**src/lidar_angle_aperture_filter_assert.svh**
```systemverilog
// ---------------------------------------------------------------------------
// Assertion macros for the lidar angle aperture filter
// Concurrent checks on the clock with a synchronous active-low reset.
// ---------------------------------------------------------------------------
`ifndef LIDAR_ANGLE_APERTURE_FILTER_ASSERT_SVH
`define LIDAR_ANGLE_APERTURE_FILTER_ASSERT_SVH

`ifndef SYNTHESIS

// Same-cycle implication
`define LAAF_ASSERT_IMPL(label, clk, rst_n, ante, cons, msg) \
  label: assert property (@(posedge clk) disable iff (!rst_n) (ante) |-> (cons)) \
    else $error(msg);

// Next-cycle implication
`define LAAF_ASSERT_NEXT(label, clk, rst_n, ante, cons, msg) \
  label: assert property (@(posedge clk) disable iff (!rst_n) (ante) |=> (cons)) \
    else $error(msg);

`else

`define LAAF_ASSERT_IMPL(label, clk, rst_n, ante, cons, msg)
`define LAAF_ASSERT_NEXT(label, clk, rst_n, ante, cons, msg)

`endif

`endif

```
**src/laaf_pkg.sv**
```systemverilog
`timescale 1ns / 1ps
// ---------------------------------------------------------------------------
// laaf_pkg
// Shared widths, codes, types and the angle wrap function of the filter.
// ---------------------------------------------------------------------------
package laaf_pkg;

  localparam int ANGLE_W    = 16;  // raw return angle, 1/64 degree
  localparam int BOUND_W    = 15;  // wrapped angle / sector bound
  localparam int HALF_W     = 14;  // opening half angle
  localparam int CNT_W      = 2;   // sector count
  localparam int VERDICT_W  = 2;
  localparam int HIT_W      = 2;
  localparam int CFG_IDX_W  = 3;
  localparam int CFG_DATA_W = 15;
  localparam int WRAP_W     = 18;
  localparam int MAX_SECTORS = 3;

  typedef logic signed [ANGLE_W-1:0] angle_t;
  typedef logic signed [BOUND_W-1:0] bound_t;
  typedef logic        [HALF_W-1:0]  half_t;
  typedef logic        [CNT_W-1:0]   count_t;
  typedef logic        [VERDICT_W-1:0] verdict_t;
  typedef logic        [HIT_W-1:0]   hit_t;
  typedef logic        [CFG_IDX_W-1:0] cfg_idx_t;
  typedef logic        [CFG_DATA_W-1:0] cfg_data_t;

  // Half and full turn in 1/64 degree
  localparam logic signed [WRAP_W-1:0] WRAP_HALF = 18'sd11520;
  localparam logic signed [WRAP_W-1:0] WRAP_FULL = 18'sd23040;
  localparam half_t  HALF_TURN = 14'd11520;
  localparam bound_t BOUND_MIN = -15'sd11520;
  localparam bound_t BOUND_MAX = 15'sd11519;

  // Register indexes; sector k start sits at SECTOR_BASE + 2k, its end one above
  localparam cfg_idx_t REG_HALF_ANGLE   = 3'd0;
  localparam cfg_idx_t REG_SECTOR_COUNT = 3'd1;
  localparam int       REG_SECTOR_BASE  = 2;

  // Verdict codes
  localparam verdict_t VERDICT_ACCEPT  = 2'd0;
  localparam verdict_t VERDICT_OUTSIDE = 2'd1;
  localparam verdict_t VERDICT_MASKED  = 2'd2;

  // Fold any angle of the input span into [-180, +180) degrees. One compare
  // and correction suffices: the input never lies more than one turn out.
  function automatic bound_t wrap_angle(input logic signed [ANGLE_W:0] a);
    logic signed [WRAP_W-1:0] x;
    x = WRAP_W'(a);
    if (x >= WRAP_HALF) begin
      x = x - WRAP_FULL;
    end else if (x < -WRAP_HALF) begin
      x = x + WRAP_FULL;
    end
    return x[BOUND_W-1:0];
  endfunction

endpackage

```
**src/laaf_in_if.sv**
```systemverilog
`timescale 1ns / 1ps
// ---------------------------------------------------------------------------
// laaf_in_if
// Input channel: one return angle per word.
// ---------------------------------------------------------------------------
interface laaf_in_if;
  import laaf_pkg::*;

  logic   valid;
  logic   ready;
  angle_t angle;

  modport source (output valid, output angle, input ready);
  modport sink   (input valid, input angle, output ready);
endinterface

```
**src/laaf_out_if.sv**
```systemverilog
`timescale 1ns / 1ps
// ---------------------------------------------------------------------------
// laaf_out_if
// Result channel: verdict code and matching sector per word.
// ---------------------------------------------------------------------------
interface laaf_out_if;
  import laaf_pkg::*;

  logic     valid;
  logic     ready;
  verdict_t verdict;
  hit_t     sector_hit;

  modport source (output valid, output verdict, output sector_hit, input ready);
  modport sink   (input valid, input verdict, input sector_hit, output ready);
endinterface

```
**src/lidar_angle_aperture_filter.sv**
```systemverilog
`timescale 1ns / 1ps
`include "lidar_angle_aperture_filter_assert.svh"
// ---------------------------------------------------------------------------
// lidar_angle_aperture_filter
// Classifies lidar return angles against an opening and masked sectors.
// ---------------------------------------------------------------------------
//
//  channel  | direction | word
//  ---------+-----------+------------------------------------------------
//  in_ch    | sink      | angle (signed 16 bit, 1/64 degree)
//  out_ch   | source    | verdict (2 bit), sector_hit (2 bit)
//  cfg_*    | write     | cfg_index selects register, cfg_data 15 bit
//
//  One word per cycle sustained while out_ch takes results. An accepted word
//  is held in the input register, then moves into the result register and
//  is offered on out_ch from there.
//  The classifier between the two is a wrap, an absolute value and three
//  pairs of compares.
//  rst_n (synchronous) empties both stages and loads the register reset values.
//  A stall on out_ch holds the result; the input register still takes one more
//  word, after which in_ch.ready drops until the result is taken.
//
module lidar_angle_aperture_filter #(
  parameter int NUM_SECTORS = 3
) (
  input  logic                clk,
  input  logic                rst_n,
  laaf_in_if.sink             in_ch,
  laaf_out_if.source          out_ch,
  input  logic                cfg_we,
  input  laaf_pkg::cfg_idx_t  cfg_index,
  input  laaf_pkg::cfg_data_t cfg_data
);
  import laaf_pkg::*;

  half_t    half_angle;
  count_t   sector_count;
  bound_t   sector_start [NUM_SECTORS];
  bound_t   sector_stop  [NUM_SECTORS];

  logic     s1_valid_r;
  logic     s1_valid_nxt;
  angle_t   angle_r;
  logic     out_valid_r;
  logic     out_valid_nxt;
  verdict_t verdict_r;
  hit_t     hit_r;
  verdict_t verdict_nxt;
  hit_t     hit_nxt;

  logic     out_free;
  logic     s1_adv;
  logic     in_acc;

  laaf_cfg_regs #(
    .NUM_SECTORS (NUM_SECTORS)
  ) u_cfg (
    .clk          (clk),
    .rst_n        (rst_n),
    .cfg_we       (cfg_we),
    .cfg_index    (cfg_index),
    .cfg_data     (cfg_data),
    .half_angle   (half_angle),
    .sector_count (sector_count),
    .sector_start (sector_start),
    .sector_stop  (sector_stop)
  );

  laaf_classify #(
    .NUM_SECTORS (NUM_SECTORS)
  ) u_classify (
    .angle        (angle_r),
    .half_angle   (half_angle),
    .sector_count (sector_count),
    .sector_start (sector_start),
    .sector_stop  (sector_stop),
    .verdict      (verdict_nxt),
    .sector_hit   (hit_nxt)
  );

  // Result slot is free when empty or being taken this cycle
  assign out_free    = !out_valid_r || out_ch.ready;
  // Advance the input register into the result register
  assign s1_adv      = s1_valid_r && out_free;
  // Take a new word whenever the input register empties or moves on
  assign in_ch.ready = !s1_valid_r || out_free;
  assign in_acc      = in_ch.valid && in_ch.ready;

  assign s1_valid_nxt  = in_acc ? 1'b1 : (s1_adv ? 1'b0 : s1_valid_r);
  assign out_valid_nxt = s1_adv ? 1'b1 : (out_valid_r && !out_ch.ready);

  always_ff @(posedge clk) begin
    if (!rst_n) begin
      s1_valid_r  <= 1'b0;
      out_valid_r <= 1'b0;
    end else begin
      s1_valid_r  <= s1_valid_nxt;
      out_valid_r <= out_valid_nxt;
    end
  end

  // Payload: hold unless a new word moves in
  always_ff @(posedge clk) begin
    if (in_acc) begin
      angle_r <= in_ch.angle;
    end
    if (s1_adv) begin
      verdict_r <= verdict_nxt;
      hit_r     <= hit_nxt;
    end
  end

  assign out_ch.valid      = out_valid_r;
  assign out_ch.verdict    = verdict_r;
  assign out_ch.sector_hit = hit_r;

  `LAAF_ASSERT_NEXT(a_s1_fill, clk, rst_n, in_acc, s1_valid_r, "accepted word missing from input register")
  `LAAF_ASSERT_NEXT(a_s1_hold, clk, rst_n, (s1_valid_r && !out_free), (s1_valid_r && $stable(angle_r)), "input register changed while blocked")
  `LAAF_ASSERT_NEXT(a_out_load, clk, rst_n, s1_adv, out_valid_r, "advanced word missing from result register")
  `LAAF_ASSERT_IMPL(a_hit_zero, clk, rst_n, (out_valid_r && verdict_r != VERDICT_MASKED), (hit_r == '0), "sector index set without masked verdict")
  `LAAF_ASSERT_IMPL(a_verdict_code, clk, rst_n, out_valid_r, (verdict_r == VERDICT_ACCEPT || verdict_r == VERDICT_OUTSIDE || verdict_r == VERDICT_MASKED), "undefined verdict code")

endmodule

```
**src/laaf_cfg_regs.sv**
```systemverilog
`timescale 1ns / 1ps
`include "lidar_angle_aperture_filter_assert.svh"
// ---------------------------------------------------------------------------
// laaf_cfg_regs
// Configuration register file; sector bounds are stored already wrapped.
// ---------------------------------------------------------------------------
module laaf_cfg_regs #(
  parameter int NUM_SECTORS = 3
) (
  input  logic               clk,
  input  logic               rst_n,
  input  logic               cfg_we,
  input  laaf_pkg::cfg_idx_t  cfg_index,
  input  laaf_pkg::cfg_data_t cfg_data,
  output laaf_pkg::half_t     half_angle,
  output laaf_pkg::count_t    sector_count,
  output laaf_pkg::bound_t    sector_start [NUM_SECTORS],
  output laaf_pkg::bound_t    sector_stop  [NUM_SECTORS]
);
  import laaf_pkg::*;

  half_t  half_angle_r;
  count_t sector_count_r;
  bound_t wrapped_data;

  // Wrap the written bound once here so the data path sees only folded values
  assign wrapped_data = wrap_angle((ANGLE_W+1)'(signed'(cfg_data)));

  always_ff @(posedge clk) begin
    if (!rst_n) begin
      half_angle_r   <= HALF_TURN;
      sector_count_r <= '0;
    end else if (cfg_we) begin
      if (cfg_index == REG_HALF_ANGLE) begin
        half_angle_r <= cfg_data[HALF_W-1:0];
      end
      if (cfg_index == REG_SECTOR_COUNT) begin
        sector_count_r <= cfg_data[CNT_W-1:0];
      end
    end
  end

  for (genvar k = 0; k < NUM_SECTORS; k++) begin : g_sector
    localparam cfg_idx_t START_IDX = CFG_IDX_W'(REG_SECTOR_BASE + 2 * k);
    localparam cfg_idx_t STOP_IDX  = CFG_IDX_W'(REG_SECTOR_BASE + 2 * k + 1);

    bound_t start_r;
    bound_t stop_r;

    always_ff @(posedge clk) begin
      if (!rst_n) begin
        start_r <= '0;
        stop_r  <= '0;
      end else if (cfg_we) begin
        if (cfg_index == START_IDX) begin
          start_r <= wrapped_data;
        end
        if (cfg_index == STOP_IDX) begin
          stop_r <= wrapped_data;
        end
      end
    end

    assign sector_start[k] = start_r;
    assign sector_stop[k]  = stop_r;

    `LAAF_ASSERT_IMPL(a_start_range, clk, rst_n, 1'b1, (start_r >= BOUND_MIN && start_r <= BOUND_MAX), "sector start left the wrapped range")
    `LAAF_ASSERT_IMPL(a_stop_range, clk, rst_n, 1'b1, (stop_r >= BOUND_MIN && stop_r <= BOUND_MAX), "sector end left the wrapped range")
  end

  assign half_angle   = half_angle_r;
  assign sector_count = sector_count_r;

  `LAAF_ASSERT_NEXT(a_count_write, clk, rst_n, (cfg_we && cfg_index == REG_SECTOR_COUNT), (sector_count_r == $past(cfg_data[CNT_W-1:0])), "sector count write lost")

endmodule

```
**src/laaf_classify.sv**
```systemverilog
`timescale 1ns / 1ps
// ---------------------------------------------------------------------------
// laaf_classify
// Wrap one angle, test the opening, then the sectors in use, lowest first.
// ---------------------------------------------------------------------------
module laaf_classify #(
  parameter int NUM_SECTORS = 3
) (
  input  laaf_pkg::angle_t   angle,
  input  laaf_pkg::half_t    half_angle,
  input  laaf_pkg::count_t   sector_count,
  input  laaf_pkg::bound_t   sector_start [NUM_SECTORS],
  input  laaf_pkg::bound_t   sector_stop  [NUM_SECTORS],
  output laaf_pkg::verdict_t verdict,
  output laaf_pkg::hit_t     sector_hit
);
  import laaf_pkg::*;

  bound_t a;
  bound_t neg_a;
  half_t  mag;
  logic   outside;
  logic   masked;
  hit_t   hit;

  assign a       = wrap_angle((ANGLE_W+1)'(angle));
  assign neg_a   = -a;
  assign mag     = a[BOUND_W-1] ? neg_a[HALF_W-1:0] : a[HALF_W-1:0];
  assign outside = mag > half_angle;

  // Scan from the top so the lowest matching sector wins
  always_comb begin
    logic in_sec;
    masked = 1'b0;
    hit    = '0;
    for (int k = NUM_SECTORS - 1; k >= 0; k--) begin
      if (sector_start[k] <= sector_stop[k]) begin
        in_sec = (a >= sector_start[k]) && (a <= sector_stop[k]);
      end else begin
        in_sec = (a >= sector_start[k]) || (a <= sector_stop[k]);
      end
      if (in_sec && (k < int'(sector_count))) begin
        masked = 1'b1;
        hit    = HIT_W'(k);
      end
    end
  end

  always_comb begin
    if (outside) begin
      verdict    = VERDICT_OUTSIDE;
      sector_hit = '0;
    end else if (masked) begin
      verdict    = VERDICT_MASKED;
      sector_hit = hit;
    end else begin
      verdict    = VERDICT_ACCEPT;
      sector_hit = '0;
    end
  end

endmodule

```
**src/flat_wrapper.sv**
```systemverilog
// flat-port wrapper written by rule: the top's interface ports become plain ports
module lidar_angle_aperture_filter_flat import laaf_pkg::*;
#(
  parameter int NUM_SECTORS = 3
)
  (clk, rst_n, cfg_we, cfg_index, cfg_data, in_ch_valid, in_ch_angle, in_ch_ready, out_ch_valid, out_ch_verdict, out_ch_sector_hit, out_ch_ready);
  laaf_in_if in_ch_i ();
  laaf_out_if out_ch_i ();
  input  logic clk;
  input  logic rst_n;
  input  logic cfg_we;
  input  laaf_pkg::cfg_idx_t cfg_index;
  input  laaf_pkg::cfg_data_t cfg_data;
  input wire logic [$bits(in_ch_i.valid)-1:0] in_ch_valid;
  input wire logic [$bits(in_ch_i.angle)-1:0] in_ch_angle;
  output wire logic [$bits(in_ch_i.ready)-1:0] in_ch_ready;
  output wire logic [$bits(out_ch_i.valid)-1:0] out_ch_valid;
  output wire logic [$bits(out_ch_i.verdict)-1:0] out_ch_verdict;
  output wire logic [$bits(out_ch_i.sector_hit)-1:0] out_ch_sector_hit;
  input wire logic [$bits(out_ch_i.ready)-1:0] out_ch_ready;
  assign in_ch_i.valid = in_ch_valid;
  assign in_ch_i.angle = in_ch_angle;
  assign in_ch_ready = in_ch_i.ready;
  assign out_ch_valid = out_ch_i.valid;
  assign out_ch_verdict = out_ch_i.verdict;
  assign out_ch_sector_hit = out_ch_i.sector_hit;
  assign out_ch_i.ready = out_ch_ready;
  lidar_angle_aperture_filter #(.NUM_SECTORS(NUM_SECTORS)) u_core (.clk(clk), .rst_n(rst_n), .in_ch(in_ch_i), .out_ch(out_ch_i), .cfg_we(cfg_we), .cfg_index(cfg_index), .cfg_data(cfg_data));
endmodule
```
**config.mk**
```make
export PLATFORM = sky130hd
export DESIGN_NAME = lidar_angle_aperture_filter_flat
export DESIGN_NICKNAME = d
export VERILOG_FILES = /design/src/laaf_pkg.sv /design/src/laaf_in_if.sv /design/src/laaf_out_if.sv /design/src/lidar_angle_aperture_filter.sv /design/src/laaf_cfg_regs.sv /design/src/laaf_classify.sv /design/src/flat_wrapper.sv
export VERILOG_INCLUDE_DIRS = /design/src /design/src/src
export SDC_FILE = /design/constraint.sdc
export NUM_CORES = 1
export LEC_CHECK = 0
export BUFFER_PORTS_ARGS = -buffer_cell sky130_fd_sc_hd__buf_2
export CAP_MARGIN = 20
export CORE_UTILIZATION = 33
export CTS_BUF_LIST = sky130_fd_sc_hd__clkbuf_4 sky130_fd_sc_hd__clkbuf_8
export CTS_CLUSTER_DIAMETER = 120
export DETAILED_ROUTE_END_ITERATION = 6
export PLACE_DENSITY_LB_ADDON = 0.3
export SETUP_SLACK_MARGIN = 0.05
export SLEW_MARGIN = 0
export SYNTH_ARGS = -nofsm -noshare
export SYNTH_HDL_FRONTEND = slang
export SYNTH_SLANG_ARGS = --single-unit
```
**constraint.sdc**
```tcl
create_clock -name clk -period 3.6 [get_ports clk]
set_input_delay 0.72 -clock clk [delete_from_list [all_inputs] [get_ports clk]]
set_output_delay 0.72 -clock clk [all_outputs]
set_load 0.1 [all_outputs]
```
==> results of run 1 <==
[cells in the mapped netlist (all sizes together) (3+ instances only)]
| cell | count |
|---|---|
| or3 | 6 |
| o211a | 6 |
| a2111oi | 5 |
| o211ai | 10 |
| a21oi | 45 |
| and2 | 5 |
| edfxtp | 20 |
| inv | 119 |
| and3 | 6 |
| nor2 | 45 |
| or2 | 3 |
| o21ai | 44 |
| nor3 | 15 |
| clkbuf | 42 |
| buf | 7 |
| dfxtp | 108 |
| nand2b | 6 |
| nand2 | 234 |
| nand3 | 20 |
| a31oi | 8 |
| a21boi | 100 |
| o21a | 12 |
| maj3 | 5 |
| a211oi | 17 |
| xor2 | 9 |
| o31ai | 3 |
| a221oi | 3 |
| o22ai | 3 |
| nor3b | 3 |
| ha | 140 |
| o21bai | 4 |
| nor4 | 5 |
| nor2b | 18 |
| nand4 | 20 |
| nor4b | 4 |
| a21o | 13 |
| xnor2 | 14 |
[path summary, 6_finish.rpt]
check                                          start                                  to  slack, ns  cells after the start
hold / removal                        in_ch_angle[2]                   u_core.angle_r[2]       0.41                      1
setup / recovery                   u_core.angle_r[8]         u_core.out_ch.sector_hit[1]      -0.16                     16
setup reg to reg                   u_core.angle_r[8]         u_core.out_ch.sector_hit[1]      -0.16                     16
hold reg to reg   u_core.u_cfg.g_sector[1].stop_r[7]  u_core.u_cfg.g_sector[1].stop_r[7]       0.46                      2
[critical path, delay by kind of cell, from the launching register on]
family / cells / cell delay (ns)
XOR/XNOR: 1 / 0.14
AO/OA/AOI/OAI: 6 / 1.05
adder cells (fa/ha/maj): 2 / 0.55
buffers and inverters: 1 / 0.13
AND/OR/NAND/NOR: 6 / 1.29
flip-flops: 1 / 0.42
[final cells by class]
type                       count  share of cell area
clock inverter                12              0.0161
multi-input combinational    866               0.552
antenna                        2            0.000447
sequential                   128               0.247
tap                          378              0.0423
clock buffer                  20              0.0235
timing repair buffer         131              0.0787
inverter                     119              0.0402
[state kept, by name, summed over array words and instances (netlist names)]
signal	count
u_core.u_cfg.g_sector.start_r	45
u_core.out_ch.verdict	2
u_core.u_cfg.g_sector.stop_r	45
u_core.u_cfg.half_angle	14
u_core.out_ch.valid	1
u_core.out_ch.sector_hit	2
u_core.angle_r	16
u_core.s1_valid_r	1
u_core.u_cfg.sector_count	2
[power by group]
group	internal, mW	switching (mW)	leakage, nW
sequential	1.50	0.0443	1.07
clock	0.794	0.654	0.221
combinational	0.486	0.656	3.15
[per-stage QoR]
step	instance area (sq um)	hold WS, ns	TNS, ns
final	11200	0.406	-0.256
after global routing	11200	0.383	-0.847
after CTS	11100	0.384	-0.149
after global placement	10500	0.442	-0.132
after detailed placement	10500	0.453	-0.274
after floorplan	9460	0.435	-0.0182
[per-layer routing]
metal | wire (um) | vias to the layer above | part of all wire
met1 | 14700 | 4092 | 0.49
li1 | - | 4248 | -
met5 | 0 | - | 0
met3 | 1530 | 25 | 0.051
met4 | 439 | 0 | 0.015
met2 | 13300 | 183 | 0.44
[what timing repair did]
action / CTS / global route
endpoints found under the hold margin: 0 / 0
endpoints found under the setup margin: 3 / 4
gates resized for setup: 21 / 13
buffers inserted: 4 / 1
hold buffers: 0 / 0
pin swaps: 15 / 12
[logic make-up (layout without fill, tap and decap cells)]
group           count (synthesis)  count (layout)  synth area share
compound gates                299             299             0.225
xor+xnor                       25              25            0.0262
fa+ha+maj                     145             145             0.191
buf+inv                       168             282            0.0713
flops                         128             128             0.293
mux                             1               1           0.00119
other cells                     0               2                 0
simple gates                  396             396             0.192
==> parameters.txt, run 1 <==
Parameter                              Value

Status
  Outcome    finished, violations left
  Failing checks    setup timing

Power
  Power per cell area    369 nW/um^2
  Post-layout power    about 4.1 mW
  Leakage    roughly 4.4 nW
  Largest voltage drop on the vdd net    about 0.22 mV

Detailed routing
  Routed wire length    29.9 mm
  Via-per-instance ratio    5.16
  Initial detailed-routing violation count    574
  Per-cell routed wire length    roughly 18 um
  Number of vias in the routed layout    between 8000 and 9000
  Antenna viol nets, final    0
  Number of detailed-routing iterations run before antenna repair    7
  DRC violation count after routing    0

Synthesis
  Fraction of registers with async set or reset after synthesis    0
  Cell type with the largest total area after synthesis    sky130_fd_sc_hd__dfxtp_1
  Proportion of synthesized chip area in sequential cells    0.293
  Number of cells produced by synthesis    roughly 1200
  Proportion of netlist area held by the largest area contributor    0.229
  Synth warnings    0
  Ys flop type    sky130_fd_sc_hd__dfxtp_1
  Average cell area after synthesis    a little over 8 sq um
  Seq cells post-synth    128
  Number of distinct library cells after synthesis    82
  Post-synthesis net count    1341
  Area of the mapped netlist    9430 sq um
  Top post-synthesis cells by area    sky130_fd_sc_hd__dfxtp_1 (23%), sky130_fd_sc_hd__ha_1 (19%), sky130_fd_sc_hd__nand2_1 (9.3%), sky130_fd_sc_hd__a21boi_0 (7.5%), sky130_fd_sc_hd__edfxtp_1 (6.4%)
  Number of flops mapped to enable cells by yosys    20

Worst setup path
  Worst path arrival time    4.07 ns
  Nature of the critical path startpoint    register
  Biggest fanout along the worst timing path    3
  Required time of the critical path    3.90 ns
  Critical path type    reg2reg
  Delay of the slowest cell on the worst path    about 0.42 ns
  Library cell contributing the largest single delay on the critical path    sky130_fd_sc_hd__edfxtp_1
  Cell-by-cell trace of the critical path    a211oi_2, o21a_1, buf_4, a21oi_2, a41oi_2, xnor2_2, ha_1, nand4_1, or3_4, or4_1, nand3_1, a31oi_1, a211oi_1, maj3_2, nand3_2, nor4b_4
  Element type at the critical path end    register

Clock tree
  H-tree levels    4
  Clock insertion delay at the later pin of the skew report    0.48 ns
  CTS tree    built
  Number of clock sinks seen by CTS    128
  Inserted Clock Buffers    17
  Buffer type at the clock tree root    sky130_fd_sc_hd__clkbuf_8
  Bufs on Longest Clock Path    2
  CTS clk-pin slew, worst paths    0.09 ns

Finish
  Finished Core Util    0.400
  Syn-to-layout area delta    18.7%
  Most used cells in the layout excluding fill and tap cells    sky130_fd_sc_hd__nand2_1 (234), sky130_fd_sc_hd__ha_1 (138), sky130_fd_sc_hd__inv_1 (117)
  Register area    about 2800 sq um
  Combined area of the multi-input logic cells    a little over 6000 sq um
  Total of fill cells in the finished design    ~3000
  Commonest non-fill, non-tap cell in the layout    sky130_fd_sc_hd__nand2_1
  Share of post-route cells with drive strength above 1    0.163
  Final net count    1442
  Count of non-filler cells in the finished layout    1656

Die
  Area enclosed by the die boundary    just under 30000 sq um
  Row count    between 60 and 70
  Initial Utilization    0.337
  Die Wd    171 um
  Vertical die dimension    171 um
  Count of pins on the block boundary    45
  CORE AREA    27900 sq um

Global routing
  Number of antenna violations at the first check in global routing    2
  Gr ovfl total    0
  Global routing's busiest layer    met2
  GRT met2 Usage    0.335
  Met1 Usage GRT    0.297
  Global-route wire length before repair    about 46 mm
  Global-route usage over all layers    0.212
  Fraction of met3 tracks used by global routing    0.0347
  Number of global-route vias before repair    8345
  Maximum number of pins on one net before global-route repair    51

Timing
  Slew headroom    0.346
  Unrepaired setup endpoints after global routing    yes
  Minimum period implied by the final worst setup slack    3.76 ns
  Maximum clock rate    266 MHz
  Fin crit share    1.05
  Worst Max-Slew Pin Slew    between 0.9 and 1 ns
  Number of max-slew violations in the final report    0
  Setup-failing EPs final    2
  Final count of hold timing violations    0
  Worst clock skew    0.0173 ns
  Smallest setup slack after layout    -0.164 ns

Placed design
  Setup slack after placement    -0.133 ns
  DP HPWL    approximately 22 mm
  Final weighted congestion in routability-driven placement    0.885
  Count of buffers inserted at the top-level ports    44
  Placed Cells    between 1500 and 2000

Worst hold path
  Hold WC Path Type    in2reg

Job
  Maximum Capacitance Violations    0
Note: power is estimated with default switching activity, not from simulation.
==> run 2: changes to the inputs <==
--- a/config.mk
+++ b/config.mk
@@ -8,6 +8,8 @@
 export LEC_CHECK = 0
 export BUFFER_PORTS_ARGS = -buffer_cell sky130_fd_sc_hd__buf_2
 export CAP_MARGIN = 20
+export CELL_PAD_IN_SITES_DETAIL_PLACEMENT = 2
+export CELL_PAD_IN_SITES_GLOBAL_PLACEMENT = 2
 export CORE_UTILIZATION = 33
 export CTS_BUF_LIST = sky130_fd_sc_hd__clkbuf_4 sky130_fd_sc_hd__clkbuf_8
 export CTS_CLUSTER_DIAMETER = 120
==> run 2 against run 1 <==
Net effect: the run still ends with setup timing left; fmax up 0.71%; power down 0.41%; non-clock buffer count up 7; clock power down 9%; design area up 0.22%; largest power group unchanged; count of clock-buffer cells in the layout down 2.
==> parameters.txt, run 2 (same netlist as run 1, synthesis figures left out) <==
Parameter                              Value

Status
  Outcome    finished, violations left
  Failing checks    setup timing

Timing
  Worst hold slack across all endpoints    0.419 ns
  Worst clock skew    0.0195 ns
  Minimum period implied by the final worst setup slack    3.74 ns
  Unrepaired setup endpoints after global routing    yes
  Smallest setup slack after layout    -0.137 ns
  Maximum clock rate    268 MHz
  Final count of hold timing violations    0
  Worst Max-Slew Pin Slew    between 0.9 and 1 ns
  Slew headroom    0.370
  Fin crit share    1.04
  Number of max-slew violations in the final report    0
  Setup-failing EPs final    4

Power
  Internal Dissipation    2.60 mW
  Net switching share of the total power    0.368
  Sequential Power Share    0.376
  Power per cell area    about 370 nW/um^2
  Leakage    roughly 4.5 nW
  Largest voltage drop on the vdd net    0.208 mV
  Post-layout power    between 4 and 5 mW
  Net switching component of the power    1.51 mW
  Logic gate share of total power    0.303
  Part of the power in the clock network    0.321

Die
  Row count    61
  Area enclosed by the die boundary    29200 sq um
  CORE AREA    roughly 28000 sq um
  Initial Utilization    0.337
  Vertical die dimension    171 um
  Die Wd    roughly 170 um
  Count of pins on the block boundary    45

Finish
  Syn-to-layout area delta    18.9%
  Total of fill cells in the finished design    3246
  Share of post-route cells with drive strength above 1    0.172
  Finished Core Util    0.401
  Commonest non-fill, non-tap cell in the layout    sky130_fd_sc_hd__nand2_1
  Summed area of non-filler cells in the final layout    11200 sq um
  Biggest registers after layout    u_core.u_cfg.g_sector.start_r (45), u_core.u_cfg.g_sector.stop_r (45), u_core.angle_r (16)
  Most used cells in the layout excluding fill and tap cells    sky130_fd_sc_hd__nand2_1 (233), sky130_fd_sc_hd__ha_1 (139), sky130_fd_sc_hd__inv_1 (117)
  Final net count    1449
  Antenna diodes    0

Detailed routing
  Initial detailed-routing violation count    483
  Via-per-instance ratio    5.40
  Per-cell routed wire length    roughly 23 um
  Antenna viol nets, final    0
  Routed wire length    roughly 38 mm
  Number of detailed-routing iterations run before antenna repair    5
  Number of vias in the routed layout    roughly 9000
  DRC violation count after routing    0

Worst setup path
  Worst path arrival time    ~4 ns
  Critical R2R Launch    u_core.angle_r[10]
  Critical register-to-register path endpoint    u_core.out_ch.sector_hit[1]
  Critical path type    reg2reg
  Worst setup path endpoint    u_core.out_ch.sector_hit[1]
  Flop-to-flop setup slack    -0.14 ns
  Beginning of the critical path    u_core.angle_r[10]
  Nature of the critical path startpoint    register
  Element type at the critical path end    register
  Biggest fanout along the worst timing path    5
  Required time of the critical path    3.89 ns
  Worst R2R Path Depth    17

Placed design
  Count of buffers inserted at the top-level ports    44
  Final weighted congestion in routability-driven placement    0.825
  Setup slack after placement    -0.167 ns
  DP HPWL    28.1 mm
  Instance area after placement    10600 sq um

Global routing
  Number of global-route vias before repair    between 9000 and 10000
  Number of antenna violations at the first check in global routing    0
  Global-route wire length before repair    57.8 mm
  Gr ovfl total    0
  Maximum number of pins on one net before global-route repair    51
  Global-route usage over all layers    0.267

Clock tree
  Hold-fix buffer count after cts    0
  Buffer type at the clock tree root    sky130_fd_sc_hd__clkbuf_8
  Clock insertion delay at the later pin of the skew report    roughly 0.48 ns
  H-tree levels    4
  Inserted Clock Buffers    17
  Bufs on Longest Clock Path    2
  CTS tree    built
  Number of clock sinks seen by CTS    128
  CTS clk-pin slew, worst paths    0.11 ns

Worst hold path
  Hold WC Path Type    in2reg

Job
  Maximum Capacitance Violations    0
-- run 2: changes by cell type in the layout (fill, tap and decap cells not counted), sizes merged --
cell / delta
buf: +7
bufinv: -3
clkbuf: -2
clkinv: -1
clkinvlp: -2
diode: -2
inv: +8
-- run 2: critical path: stages (launching register included) --
cell	delay [ns]
sky130_fd_sc_hd__edfxtp_1	0.48
sky130_fd_sc_hd__buf_4	0.19
sky130_fd_sc_hd__inv_2	0.08
sky130_fd_sc_hd__nand2_1	0.09
sky130_fd_sc_hd__a311o_1	0.39
sky130_fd_sc_hd__o21ai_2	0.09
sky130_fd_sc_hd__xnor2_1	0.15
sky130_fd_sc_hd__buf_4	0.17
sky130_fd_sc_hd__inv_1	0.08
sky130_fd_sc_hd__buf_4	0.17
sky130_fd_sc_hd__ha_1	0.20
sky130_fd_sc_hd__or3_4	0.40
sky130_fd_sc_hd__a21oi_1	0.18
sky130_fd_sc_hd__a31oi_1	0.11
sky130_fd_sc_hd__a211oi_2	0.16
sky130_fd_sc_hd__maj3_2	0.23
sky130_fd_sc_hd__nand3_4	0.09
sky130_fd_sc_hd__nor4b_4	0.29
-- run 2: routing by layer --
layer | track usage | share of wire
met5 | 0 | 0
met4 | 0.0823 | 0.025
met3 | 0.0400 | 0.030
met2 | 0.465 | 0.49
met1 | 0.337 | 0.46
-- run 2: how the worst min path moves through the flow --
stage | startpoint | to | slack (ns) | cells past startpoint
2_1_floorplan | u_core.u_cfg.g_sector[0].stop_r[12] | u_core.u_cfg.g_sector[0].stop_r[12] | 0.44 | 2
3_3_place_gp | u_core.u_cfg.g_sector[0].stop_r[12] | u_core.u_cfg.g_sector[0].stop_r[12] | 0.44 | 2
3_5_place_dp | u_core.u_cfg.g_sector[0].stop_r[5] | u_core.u_cfg.g_sector[0].stop_r[5] | 0.46 | 2
4_1_cts | in_ch_angle[7] | u_core.angle_r[7] | 0.40 | 1
5_1_grt | in_ch_angle[0] | u_core.angle_r[0] | 0.39 | 1
6_report | in_ch_angle[0] | u_core.angle_r[0] | 0.42 | 1
-- run 2: power groups by stage --
stage	clock network, mW	logic, mW	registers [mW]
after CTS	1.35	1.19	1.55
after floorplan	0	0.657	1.59
after detailed placement	0	1.12	1.58
after global placement	0	1.08	1.58
after global routing	1.41	1.35	1.55
final	1.32	1.25	1.55
-- run 2: metrics by stage --
stage               setup TNS [ns]  instances
floorplan                  -0.0182       1162
global placement           -0.0638       1618
detailed placement          -0.373       1618
CTS                         -0.212       1653
global route                 -1.29       1661
finish                      -0.362       1661
-- run 2: cell type report --
| cell class | count | area [sq um] | share of cell area |
|---|---|---|---|
| clock buffer | 18 | 248 | 0.0221 |
| clock inverter | 14 | 139 | 0.0124 |
| inverter | 119 | 447 | 0.0398 |
| multi-input combinational | 866 | 6200 | 0.553 |
| sequential | 128 | 2760 | 0.246 |
| tap | 378 | 473 | 0.0422 |
| timing repair buffer | 138 | 942 | 0.0840 |
-- run 2: timing repair --
item	CTS	global route
resized for setup	13	24
setup endpoints to repair	4	4
setup buffers	3	8
pin swaps	2	18
==> run 3: changes to the inputs <==
--- a/config.mk
+++ b/config.mk
@@ -14,8 +14,9 @@
 export CTS_BUF_LIST = sky130_fd_sc_hd__clkbuf_4 sky130_fd_sc_hd__clkbuf_8
 export CTS_CLUSTER_DIAMETER = 120
 export DETAILED_ROUTE_END_ITERATION = 6
-export PLACE_DENSITY_LB_ADDON = 0.3
+export PLACE_DENSITY = 0.8
 export SETUP_SLACK_MARGIN = 0.05
+export SKIP_CTS_REPAIR_TIMING = 1
 export SLEW_MARGIN = 0
 export SYNTH_ARGS = -nofsm -noshare
 export SYNTH_HDL_FRONTEND = slang
==> run 3 against run 2 <==
Net effect: highest routed layer unchanged; design area is 0.97% lower; via count is 1.7% higher; register-to-register slack worse by 0.25 ns; critical endpoint unchanged; the run still ends with setup timing left; largest power group unchanged; cell count is 0.72% lower; die area stayed put.
==> parameters.txt, run 3 (same netlist as run 1, synthesis figures left out) <==
Parameter                              Value

Job
  Maximum Capacitance Violations    0

Clock tree
  Number of clock sinks seen by CTS    128
  Inserted Clock Buffers    17
  Bufs on Longest Clock Path    2
  Clock insertion delay at the later pin of the skew report    0.49 ns
  H-tree levels    4
  CTS tree    built
  Buffer type at the clock tree root    sky130_fd_sc_hd__clkbuf_8
  CTS clk-pin slew, worst paths    0.09 ns

Timing
  Setup-failing EPs final    4
  Total Neg Setup Slack    -1.10 ns
  Worst Max-Slew Pin Slew    1.09 ns
  Fin crit share    1.11
  Worst clock skew    0.0125 ns
  Maximum clock rate    251 MHz
  Unrepaired setup endpoints after global routing    yes
  Minimum period implied by the final worst setup slack    3.98 ns
  Slew headroom    0.274
  Smallest setup slack after layout    -0.383 ns
  Final count of hold timing violations    0
  Number of max-slew violations in the final report    0

Power
  Leakage    about 4.4 nW
  Largest voltage drop on the vdd net    0.190 mV
  Post-layout power    ~4 mW
  Power per cell area    366 nW/um^2

Status
  Failing checks    setup timing
  Outcome    finished, violations left

Finish
  Commonest non-fill, non-tap cell in the layout    sky130_fd_sc_hd__nand2_1
  Share of post-route cells with drive strength above 1    0.168
  Antenna diodes    0
  Biggest registers after layout    u_core.u_cfg.g_sector.start_r (45), u_core.u_cfg.g_sector.stop_r (45), u_core.angle_r (16)
  Count of non-filler cells in the finished layout    1649
  Syn-to-layout area delta    17.8%
  Most used cells in the layout excluding fill and tap cells    sky130_fd_sc_hd__nand2_1 (233), sky130_fd_sc_hd__ha_1 (138), sky130_fd_sc_hd__inv_1 (115)
  Total of fill cells in the finished design    between 3000 and 4000
  Final net count    1437

Worst setup path
  Required time of the critical path    3.92 ns
  Delay of the slowest cell on the worst path    0.43 ns
  Critical path type    reg2reg
  Worst path bufs/invs    2
  Critical R2R Launch    u_core.angle_r[9]
  Nature of the critical path startpoint    register
  Worst path arrival time    ~4.3 ns
  Biggest fanout along the worst timing path    5
  Delay-heaviest family, CP    compound AO/OA/AOI/OAI gates
  Cell-by-cell trace of the critical path    buf_4, buf_4, o211a_1, o21ai_0, nand3_1, and2_1, nor3b_2, nor2_1, xnor2_1, ha_1, o21a_1, o21ai_0, nand2b_1, a21oi_1, a211oi_4, nor4b_4
  Library cell contributing the largest single delay on the critical path    sky130_fd_sc_hd__edfxtp_1
  Beginning of the critical path    u_core.angle_r[9]
  Element type at the critical path end    register

Detailed routing
  Routed wire length    37.5 mm
  Per-cell routed wire length    22.7 um
  Number of vias in the routed layout    9129
  Via-per-instance ratio    5.54
  Antenna viol nets, final    0
  Number of detailed-routing iterations run before antenna repair    4
  Initial detailed-routing violation count    just under 400
  DRC violation count after routing    0

Global routing
  Gr ovfl total    0
  Number of global-route vias before repair    10000
  Global-route usage over all layers    0.266
  Maximum number of pins on one net before global-route repair    roughly 110
  Number of antenna violations at the first check in global routing    0
  Global-route wire length before repair    between 50 and 60 mm

Die
  Vertical die dimension    ~170 um
  Row count    61
  Count of pins on the block boundary    45
  Initial Utilization    0.337
  Area enclosed by the die boundary    29200 sq um
  CORE AREA    27900 sq um
  Die Wd    approximately 170 um

Worst hold path
  Hold WC Path Type    in2reg
  Startpoint of the lowest-slack hold path    in_ch_angle[7]

Placed design
  Count of buffers inserted at the top-level ports    44
  Placed Cells    approximately 1600
  DP HPWL    27.8 mm
  Final weighted congestion in routability-driven placement    0.869
run 3: changes by cell type in the layout (fill, tap and decap cells not counted), moves of 3 or more:
cell,delta
sky130_fd_sc_hd__a211oi_1,+3
sky130_fd_sc_hd__a211oi_2,-3
sky130_fd_sc_hd__inv_6,-8
sky130_fd_sc_hd__buf_4,-14
sky130_fd_sc_hd__clkinv_2,+5
sky130_fd_sc_hd__clkinvlp_4,+4
sky130_fd_sc_hd__buf_6,+3
run 3: per-layer routing:
| layer | part of all wire | vias to the layer above | GRT usage |
|---|---|---|---|
| met3 | 0.033 | 58 | 0.0359 |
| met2 | 0.49 | 186 | 0.460 |
| li1 | - | 4250 | - |
| met1 | 0.45 | 4635 | 0.329 |
| met5 | 0 | - | 0 |
| met4 | 0.033 | 0 | 0.110 |
run 3: final cells by class:
class / instances / area, sq um / share of cell area
Sequential cell: 128 / 2760 / 0.249
Timing Repair Buffer: 126 / 851 / 0.0766
Inverter: 119 / 447 / 0.0402
Clock inverter: 14 / 141 / 0.0127
Clock buffer: 18 / 241 / 0.0218
Multi-Input combinational cell: 866 / 6190 / 0.557
Tap cell: 378 / 473 / 0.0426
run 3: power breakdown:
part	switching (mW)	total (mW)	internal (mW)
sequential	0.0480	1.55	1.50
clock	0.666	1.28	0.619
combinational	0.735	1.23	0.499
total	1.45	4.06	2.62
run 3: worst register-to-register path, stage by stage (launching register included):
cell and delay, ns:
sky130_fd_sc_hd__edfxtp_1 0.43, sky130_fd_sc_hd__buf_4 0.18, sky130_fd_sc_hd__buf_4 0.13, sky130_fd_sc_hd__o211a_1 0.23
sky130_fd_sc_hd__o21ai_0 0.24, sky130_fd_sc_hd__nand3_1 0.14, sky130_fd_sc_hd__and2_1 0.25, sky130_fd_sc_hd__nor3b_2 0.24
sky130_fd_sc_hd__nor2_1 0.09, sky130_fd_sc_hd__xnor2_1 0.14, sky130_fd_sc_hd__ha_1 0.30, sky130_fd_sc_hd__o21a_1 0.22
sky130_fd_sc_hd__o21ai_0 0.40, sky130_fd_sc_hd__nand2b_1 0.11, sky130_fd_sc_hd__a21oi_1 0.30, sky130_fd_sc_hd__a211oi_4 0.11
sky130_fd_sc_hd__nor4b_4 0.29
run 3: through the flow:
stage	util	cell area [sq um]	hold slack (ns)	setup slack, ns
2_1_floorplan	-	9460	0.435	-0.0182
3_3_place_gp	0.376	10500	0.441	0.00514
3_5_place_dp	0.376	10500	0.461	-0.176
4_1_cts	0.390	10900	0.374	-0.295
5_1_grt	0.397	11100	0.388	-0.494
6_report	0.397	11100	0.399	-0.383
run 3: final timing paths:
path / depth (start not counted) / slack (ns) / endpoint
min: 1 / 0.40 / u_core.angle_r[7]
max reg2reg: 16 / -0.38 / u_core.out_ch.sector_hit[1]
max: 16 / -0.38 / u_core.out_ch.sector_hit[1]
min reg2reg: 2 / 0.47 / u_core.u_cfg.g_sector[1].stop_r[12]
